**src/hdl/cmap4_pkg.sv**
```systemverilog
// ----------------------------------------------------------------------------
// cmap4_pkg
// Shared types and constants for the segment-map glyph lookup block.
// ----------------------------------------------------------------------------
package cmap4_pkg;

  localparam int ADDR_W = 18;
  localparam int WORD_W = 16;
  localparam int SEG_W  = 10;
  localparam int CODE_W = 21;

  localparam logic [ADDR_W-1:0] END_BASE  = ADDR_W'(7);
  localparam logic [ADDR_W-1:0] AFTER_PAD = ADDR_W'(8);

  localparam logic [1:0] STATUS_OK    = 2'd0;
  localparam logic [1:0] STATUS_MISS  = 2'd1;
  localparam logic [1:0] STATUS_RANGE = 2'd2;

  localparam logic REG_SEGMENT_COUNT = 1'b0;

  typedef enum logic [2:0] {
    RD_END,
    RD_START,
    RD_DELTA,
    RD_ROFS,
    RD_GLYPH
  } rd_sel_t;

  typedef enum logic [1:0] {
    GL_ZERO,
    GL_CODE,
    GL_ARRAY
  } gl_sel_t;

  typedef struct packed {
    logic       wr_en;
    logic       load;
    logic       init;
    logic       step;
    rd_sel_t    rd_sel;
    logic       lat_start;
    logic       lat_delta;
    logic       finish;
    logic [1:0] fin_status;
    gl_sel_t    gl_sel;
  } cmd_t;

  typedef struct packed {
    logic code_big;
    logic seg_zero;
    logic searching;
    logic lo_ge_s;
    logic oob_end;
    logic oob_start;
    logic oob_delta;
    logic oob_rofs;
    logic oob_glyph;
    logic end_ge_code;
    logic start_gt_code;
    logic rofs_zero;
  } stat_t;

endpackage

```
**src/hdl/cmap4_ctrl.sv**
```systemverilog
// ----------------------------------------------------------------------------
// cmap4_ctrl
// Controller: sequences the table write, the binary search over the end
// codes and the segment reads of a lookup.
// ----------------------------------------------------------------------------
module cmap4_ctrl (
  input  logic             clk,
  input  logic             rst,
  input  logic             start,
  input  logic             mode,
  input  cmap4_pkg::stat_t stat,
  output cmap4_pkg::cmd_t  cmd,
  output logic             busy
);
  import cmap4_pkg::*;

  typedef enum logic [2:0] {
    S_IDLE,
    S_SEARCH,
    S_CMP,
    S_START,
    S_DELTA,
    S_ROFS,
    S_GLYPH
  } state_t;

  state_t state;
  state_t state_next;

  assign busy = state != S_IDLE;

  always_comb begin
    cmd        = '0;
    cmd.rd_sel = RD_END;
    cmd.gl_sel = GL_ZERO;
    state_next = state;
    unique case (state)
      S_IDLE: begin
        if (start) begin
          if (!mode) begin
            cmd.wr_en      = 1'b1;
            cmd.finish     = 1'b1;
            cmd.fin_status = STATUS_OK;
          end else begin
            cmd.load = 1'b1;
            cmd.init = 1'b1;
            if (stat.code_big || stat.seg_zero) begin
              cmd.finish     = 1'b1;
              cmd.fin_status = STATUS_MISS;
            end else begin
              state_next = S_SEARCH;
            end
          end
        end
      end
      S_SEARCH: begin
        if (stat.searching) begin
          cmd.rd_sel = RD_END;
          if (stat.oob_end) begin
            cmd.finish     = 1'b1;
            cmd.fin_status = STATUS_RANGE;
            state_next     = S_IDLE;
          end else begin
            state_next = S_CMP;
          end
        end else if (stat.lo_ge_s) begin
          cmd.finish     = 1'b1;
          cmd.fin_status = STATUS_MISS;
          state_next     = S_IDLE;
        end else begin
          cmd.rd_sel = RD_START;
          if (stat.oob_start) begin
            cmd.finish     = 1'b1;
            cmd.fin_status = STATUS_RANGE;
            state_next     = S_IDLE;
          end else begin
            state_next = S_START;
          end
        end
      end
      S_CMP: begin
        cmd.step   = 1'b1;
        state_next = S_SEARCH;
      end
      S_START: begin
        if (stat.start_gt_code) begin
          cmd.finish     = 1'b1;
          cmd.fin_status = STATUS_MISS;
          state_next     = S_IDLE;
        end else begin
          cmd.lat_start = 1'b1;
          cmd.rd_sel    = RD_DELTA;
          if (stat.oob_delta) begin
            cmd.finish     = 1'b1;
            cmd.fin_status = STATUS_RANGE;
            state_next     = S_IDLE;
          end else begin
            state_next = S_DELTA;
          end
        end
      end
      S_DELTA: begin
        cmd.lat_delta = 1'b1;
        cmd.rd_sel    = RD_ROFS;
        if (stat.oob_rofs) begin
          cmd.finish     = 1'b1;
          cmd.fin_status = STATUS_RANGE;
          state_next     = S_IDLE;
        end else begin
          state_next = S_ROFS;
        end
      end
      S_ROFS: begin
        if (stat.rofs_zero) begin
          cmd.finish     = 1'b1;
          cmd.fin_status = STATUS_OK;
          cmd.gl_sel     = GL_CODE;
          state_next     = S_IDLE;
        end else begin
          cmd.rd_sel = RD_GLYPH;
          if (stat.oob_glyph) begin
            cmd.finish     = 1'b1;
            cmd.fin_status = STATUS_RANGE;
            state_next     = S_IDLE;
          end else begin
            state_next = S_GLYPH;
          end
        end
      end
      S_GLYPH: begin
        cmd.finish     = 1'b1;
        cmd.fin_status = STATUS_OK;
        cmd.gl_sel     = GL_ARRAY;
        state_next     = S_IDLE;
      end
      default: begin
        state_next = S_IDLE;
      end
    endcase
  end

  always_ff @(posedge clk) begin
    if (rst) begin
      state <= S_IDLE;
    end else begin
      state <= state_next;
    end
  end

endmodule

```
**config.mk**
```make
export PLATFORM = sky130hd
export DESIGN_NAME = cmap4_ctrl
export DESIGN_NICKNAME = d
export VERILOG_FILES = /design/src/hdl/cmap4_pkg.sv /design/src/hdl/cmap4_ctrl.sv
export SDC_FILE = /design/constraint.sdc
export NUM_CORES = 1
export LEC_CHECK = 0
export BUFFER_PORTS_ARGS = -buffer_cell sky130_fd_sc_hd__buf_2
export CAP_MARGIN = 20
export CELL_PAD_IN_SITES_DETAIL_PLACEMENT = 1
export CELL_PAD_IN_SITES_GLOBAL_PLACEMENT = 2
export CORE_UTILIZATION = 16
export CTS_CLUSTER_SIZE = 25
export DETAILED_ROUTE_END_ITERATION = 10
export PLACE_DENSITY_LB_ADDON = 0.1
export SLEW_MARGIN = 20
export SYNTH_ARGS = -nofsm -noshare
export SYNTH_HDL_FRONTEND = slang
export SYNTH_SLANG_ARGS = --single-unit
```
**constraint.sdc**
```tcl
create_clock -name clk -period 1.16 [get_ports clk]
set_input_delay 0.058 -clock clk [delete_from_list [all_inputs] [get_ports clk]]
set_output_delay 0.058 -clock clk [all_outputs]
set_load 0.05 [all_outputs]
```
======== Word-level counts from Yosys, hierarchy flattened ========
Index checks and enable logic that the tools add are counted.
storage, ports and cells
  bits in registers ....................... 3
  logic and storage cells ................. 54
  input bits .............................. 16
cells by class
  mux-type cells .......................... 40
  reduce and logical (&&, ||, !) cells .... 4
  equality and inequality tests ........... 9
operators with widths
  kind                count
  $mux 3              26
  $pmux 3 s6          2
  $pmux 3 s4          1
  $eq 3x3->1 const B  3
  $mux 1              7
  $eq 3x2->1 const B  2
  $mux 2              3
  $ne 2x2->1 const B  3
  $pmux 2 s2          1
  $eq 3x1->1 const B  1
  $logic_not 3->1     1
  $reduce_and 3->1    1
  $reduce_bool 3->1   1
  $logic_or 1x1->1    1

======== Depth between registers and ports, before layout ========
Gate-level depths: netlist (run 1).
  word-level depth ........................ 5
  mapped depth ............................ 4
  depth with buffers taken out ............ 3

======== Worst setup path after synthesis (run 1) ========
No wires, ideal clock.
  path type ............................... register -> output
  start point ............................. reg state[2]
  end point ............................... out cmd[4] (netlist bit)
  path slack .............................. -0.757 ns
  data arrival time ....................... 1.859 ns
  stages on the path, launching flop included .. 4
  buffers on the path ..................... 1
  data required time ...................... 1.102 ns
  path through ............................ dfxtp_1 buf_6 or4_1 a41oi_1
RTL lines
  what                      RTL line           source
  start: declaration        cmap4_ctrl.sv:27   state_t state;
  start signal: assignment  cmap4_ctrl.sv:146  state <= state_next;
  end: declaration          cmap4_ctrl.sv:12   output cmap4_pkg::cmd_t cmd,

==> reports/results.tsv, run 1 <==
stage	metric	value	unit
outcome	status	finished, violations left	
outcome	violations	negative setup slack	
global_route	grt_use_total	0.143	
sta	fmax	652	MHz
floorplan	die_y	52.7	um
critical_path	crit_type	reg2out	
synthesis	yosysMostFrequentCell	nor2_1	
floorplan	pin_count	31	
critical_path	rr_endpoint	state[2]	
flow_run	timing.max_cap.violations	0	
floorplan	coreArea	0.00245	mm^2
placed_design	dp.cells	132	
global_route	grt_overflow	0	
clock_network	root_buffer	clkbuf_4	
placed_design	gp_congestion	0.704	
floorplan	rows	18	
drt	antenna_left	0	
pwr	p_comb_frac	0.434	
synthesis	synth_edf_count	0	
cells_and_area	top_register	state	
cells_and_area	nets	127	
worst_hold_path	holdCritPathClass	in2reg	
sta	rsz0062_at_grt	yes	
cells_and_area	postLayoutCellArea	0.00105	mm^2
synthesis	syn_area	412	um^2
drt	wirelength_met1	832	um
synthesis	async_reset_ff_frac	0	
clock_network	cts_tree	done	
global_route	grt_pass1_wl	2.93	mm
sta	setup_violations	18	
drt	routed_wl	1.81	mm
global_route	grt_max_degree	13	
worst_hold_path	hold_end	state[1]	
synthesis	ys_ff_latch	3	
clock_network	cts_max_level	1	
sta	finalHoldWorstSlack	137	ps
global_route	antenna_found_initial	0	
critical_path	cp_data_required_time	1100	ps
sta	finalHoldViolCount	0	
cells_and_area	largest_reg_flops	3	
floorplan	die_x	52.7	um
drt	wl_met3	50	um
critical_path	reg2reg_from	state[0]	
synthesis	seq_area_frac_synth	0.146	
critical_path	cp-end-kind	output pin	
synthesis	synth_cell_types	33	
synthesis	synth_top_area_share	0.146	
worst_hold_path	min_path_cells	3	
clock_network	cts_made_buffers	3	
placed_design	place_ws	-383	ps
cells_and_area	fin_cells	140	
placed_design	detailedPlacementHpwl	1.38	mm
critical_path	startpoint_type	flop	
drt	routed-wl-met2	922	um
pwr	power_frac_seq	0.205	
synthesis	ys_dominant_reg_cell	dfxtp_1	
cells_and_area	drive_gt1_frac	0.773	
critical_path	ff2ff_path_depth	4	
sta	clock_skew	3.31	ps
critical_path	path_max_fanout	12	
drt	maxUsedRoutingLayer	met3	
pwr	power.leakage	0.455	nW
cells_and_area	diodes	0	
placed_design	placed_area	820	um^2
cells_and_area	fillers	299	
cells_and_area	reg.largest.list	state x3	
synthesis	syn_nets	71	
clock_network	clk_pin_slew	40	ps
cells_and_area	synthToLayoutAreaGrowth	155	%
drt	drtIter0Drc	6	
clock_network	numClockSinks	3	
clock_network	clk_latency	230	ps
pwr	p_int	0.332	mW
synthesis	synth.avg_cell_area	7.48	um^2
sta	fin_crit	1530	ps
sta	fin_crit_sh	1.32	
synthesis	synth_top_area_cell	dfxtp_1	
synthesis	synthTopCellsByArea	dfxtp_1, and4bb_2, nor2_1	
placed_design	io_buffer_count	29	
synthesis	syn_inst	55	
sta	layout_setup_ws	-373	ps
drt	first_pass_iters	2	
drt	drc_errors	0	
drt	detail_route.vias_per_cell	4.68	
floorplan	die-area	0.00278	mm^2
worst_hold_path	hold_start	rst	
drt	via_count	655	
critical_path	worstPathArrival	1480	ps
pwr	p_per_area	483	mW/mm^2
drt	wl_per_cell	12.9	um
sta	drv_slew	0	
floorplan	initial_core_util	0.168	
pwr	p_sw	0.174	mW
critical_path	reg2reg_slack	-190	ps
synthesis	yosys_warnings	0	
global_route	grt_pass1_vias	666	
pwr	switching_share	0.344	
clock_network	cts_buffer_depth	2	
pwr	p_clk_frac	0.362	
sta	max_slew_margin	0.791	
pwr	max-vdd-ir-drop	358	uV
sta	tightest_slew	312	ps
[power groups by stage]
stage | logic, mW | registers (mW) | clock network [mW]
after floorplan | 0.114 | 0.108 | 0
after global placement | 0.195 | 0.110 | 0
after detailed placement | 0.198 | 0.110 | 0
after CTS | 0.219 | 0.103 | 0.187
after global routing | 0.232 | 0.104 | 0.204
final | 0.220 | 0.104 | 0.183
[critical path, cell delays in order, from the launching register on]
cell	delay [ps]
dfxtp_4	390
buf_6	140
and4bb_4	190
a221o_2	370
buf_8	150
[routing by layer]
metal  up-vias  global-route usage
li1        325                   -
met1       312               0.180
met2        18               0.264
met3         0             0.00870
met4         0              0.0263
met5         -                   0
[how the worst max path moves through the flow]
stage,start,end,slack [ps],cells past startpoint
after global routing,state[2],cmd[3],-420,4
after detailed placement,state[1],cmd[4],-380,6
after global placement,state[1],cmd[4],-350,6
after CTS,state[2],cmd[3],-400,4
final,state[2],cmd[3],-370,4
after floorplan,state[1],cmd[4],-210,3
[timing repair]
item	in CTS	in global routing
gates resized for setup	42	8
pin swaps	3	0
setup buffers	4	0
hold buffers	0	0
setup endpoints to repair	18	18
[cell families after synthesis]
kind of cell    count (synthesis)  share of synthesized area
buf+inv                         6                     0.0882
simple gates                   30                      0.480
flops                           3                      0.146
compound gates                 16                      0.286
[per-stage QoR]
step / util / total power, mW / setup TNS [ps]
after global routing: 0.427 / 0.540 / -5180
final: 0.427 / 0.506 / -3900
after CTS: 0.414 / 0.508 / -4280
after detailed placement: 0.334 / 0.308 / -2850
after floorplan: - / 0.222 / -867
after global placement: 0.334 / 0.305 / -2690
[layout by cell type (no fill, tap or decap), types with 2 or more instances in the layout]
cell,n
buf_4,22
buf_2,15
buf_6,13
buf_8,5
nor2_4,4
clkbuf_4,3
dfxtp_4,3
inv_1,2
nor3_2,2
a21oi_1,2
or3b_2,2
or3_4,2
nor2_1,2
nand2b_1,2
[final cells by class]
type	instances	area [um^2]	share of cell area
Inverter	2	7.51	0.00716
Tap cell	30	37.5	0.0358
Sequential cell	3	71.3	0.0680
Timing Repair Buffer	55	462	0.440
Multi-Input combinational cell	46	444	0.424
Clock buffer	4	26.3	0.0251
No activity file was read; power rests on OpenSTA's default activity.
==> inputs of run 2 (changes only) <==
CELL_PAD_IN_SITES_DETAIL_PLACEMENT = default   (was 1)
CELL_PAD_IN_SITES_GLOBAL_PLACEMENT = default   (was 2)
CORE_AREA = 2 2 39 41   (was default)
CORE_UTILIZATION = default   (was 16)
DIE_AREA = 0 0 41 43   (was default)
PLACE_DENSITY = 0.67   (was default)
PLACE_DENSITY_LB_ADDON = default   (was 0.1)
==> reports/results.tsv, run 2 (same netlist as run 1, synthesis figures left out) <==
stage	metric	value	unit	change
outcome	status	finished, violations left		
outcome	violations	negative setup slack		
clock_network	root_buffer	clkbuf_4		
sta	finalHoldViolCount	0		unchanged
placed_design	gp_congestion	0.841		+20%
clock_network	cts_tree	done		
cells_and_area	reg.largest.list	state x3		
sta	fin_crit_sh	1.36		+0.0409
cells_and_area	synthToLayoutAreaGrowth	157	%	
sta	fmax	633	MHz	-3.0%
critical_path	path_max_fanout	7		-5
critical_path	startpoint_type	flop		
global_route	grt_overflow	0		unchanged
drt	drtIter0Drc	10		+4
clock_network	cts_made_buffers	3		unchanged
floorplan	coreArea	0.00138	mm^2	-44%
global_route	antenna_found_initial	0		unchanged
global_route	grt_use_total	0.202		+0.0587
drt	drc_errors	0		unchanged
drt	antenna_left	0		unchanged
cells_and_area	nets	125		-1.6%
drt	via_count	683		+4.3%
global_route	grt_pass1_vias	645		-3.2%
cells_and_area	final_cell_mix	buf_4, buf_6, buf_2		
clock_network	clk_latency	230	ps	about the same
floorplan	die_x	41	um	-22%
sta	drv_slew	0		unchanged
floorplan	rows	14		-4
pwr	max-vdd-ir-drop	421	uV	+18%
sta	tightest_slew	300	ps	-12.5 ps
cells_and_area	drive_gt1_frac	0.806		+0.0328
sta	max_slew_margin	0.799		+0.00792
sta	clock_skew	0.621	ps	-2.69 ps
floorplan	die-area	0.00176	mm^2	-37%
floorplan	die_y	43	um	-18%
pwr	p_per_area	494	mW/mm^2	+2.3%
sta	layout_setup_ws	-420	ps	-47.4 ps
pwr	finalPower	0.524	mW	+3.4%
worst_hold_path	holdCritPathClass	in2reg		
cells_and_area	final_common_cell	buf_4		
cells_and_area	largest_reg_flops	3		unchanged
critical_path	crit_type	reg2out		
clock_network	numClockSinks	3		unchanged
clock_network	cts_buffer_depth	2		unchanged
sta	rsz0062_at_grt	yes		
cells_and_area	diodes	0		unchanged
global_route	grt_pass1_wl	2.53	mm	-14%
flow_run	timing.max_cap.violations	0		unchanged
drt	first_pass_iters	4		+2
critical_path	worstPathArrival	1520	ps	+40 ps
placed_design	detailedPlacementHpwl	1.12	mm	-19%
cells_and_area	top_register	state		
drt	detail_route.vias_per_cell	5.51		+18%
sta	fin_crit	1580	ps	+47.4 ps
clock_network	clk_pin_slew	40	ps	about the same
floorplan	initial_core_util	0.297		+0.130
critical_path	cp_data_required_time	1100	ps	about the same
critical_path	cp-end-kind	output pin		
pwr	power.leakage	0.448	nW	-1.5%
sta	setup_violations	18		unchanged
floorplan	pin_count	31		unchanged
drt	routed_wl	1.66	mm	-8.3%
drt	wl_per_cell	13.3	um	+3.5%
placed_design	place_ws	-282	ps	+101 ps
clock_network	cts_max_level	1		unchanged
placed_design	io_buffer_count	29		unchanged
global_route	grt_max_degree	13		unchanged
run 2: cell count changes in the layout (fill, tap and decap cells not counted), sizes merged:
cell / before / now
buf: 55 / 53
run 2: where the power goes:
part	internal, mW	switching [mW]	leakage (nW)	total [mW]
clock network	0.129	0.0543	0.0150	0.183
logic	0.116	0.121	0.406	0.237
registers	0.0993	0.00428	0.0266	0.104
run 2: through the flow:
stage	util	setup TNS, ps	instances	cell area, um^2	hold slack, ps
floorplan	-	-867	55	507	175
global placement	0.563	-2020	115	779	365
detailed placement	0.563	-2040	115	779	376
CTS	0.728	-3650	124	1010	135
global route	0.766	-4560	124	1060	159
finish	0.766	-3870	124	1060	146
run 2: path summary, 6_finish.rpt:
| path | slack (ps) | startpoint | end | depth (start not counted) |
|---|---|---|---|---|
| worst min register to register | 620 | state[1] | state[2] | 2 |
| worst max-delay path | -420 | state[1] | cmd[4] | 5 |
| worst min-delay path | 150 | stat[4] | state[2] | 3 |
| worst max register to register | -150 | state[2] | state[2] | 5 |
run 2: worst max-delay path: stages (launching register included):
cell and delay [ps]:
dfxtp_4 370, o21a_1 220, a311oi_1 320, buf_4 180, a41oi_4 30, buf_6 170
run 2: final cells by class:
cell class	count	area (um^2)
inverter	2	7.51
fill	108	324
timing repair buffer	53	472
clock buffer	4	26.3
tap	16	20.0
sequential	3	71.3
multi-input combinational	46	463
run 2: routing by layer:
metal,vias up,track usage,routed length [um]
li1,318,-,-
met1,319,0.224,601
met2,36,0.375,888
met3,10,0.0366,117
met4,0,0.0267,47
met5,-,0,0
run 2: timing repair:
item	in CTS	in global routing
buffers inserted	5	0
gates resized for setup	49	14
pin swaps	2	5
hold buffers	0	0
setup endpoints to repair	18	18
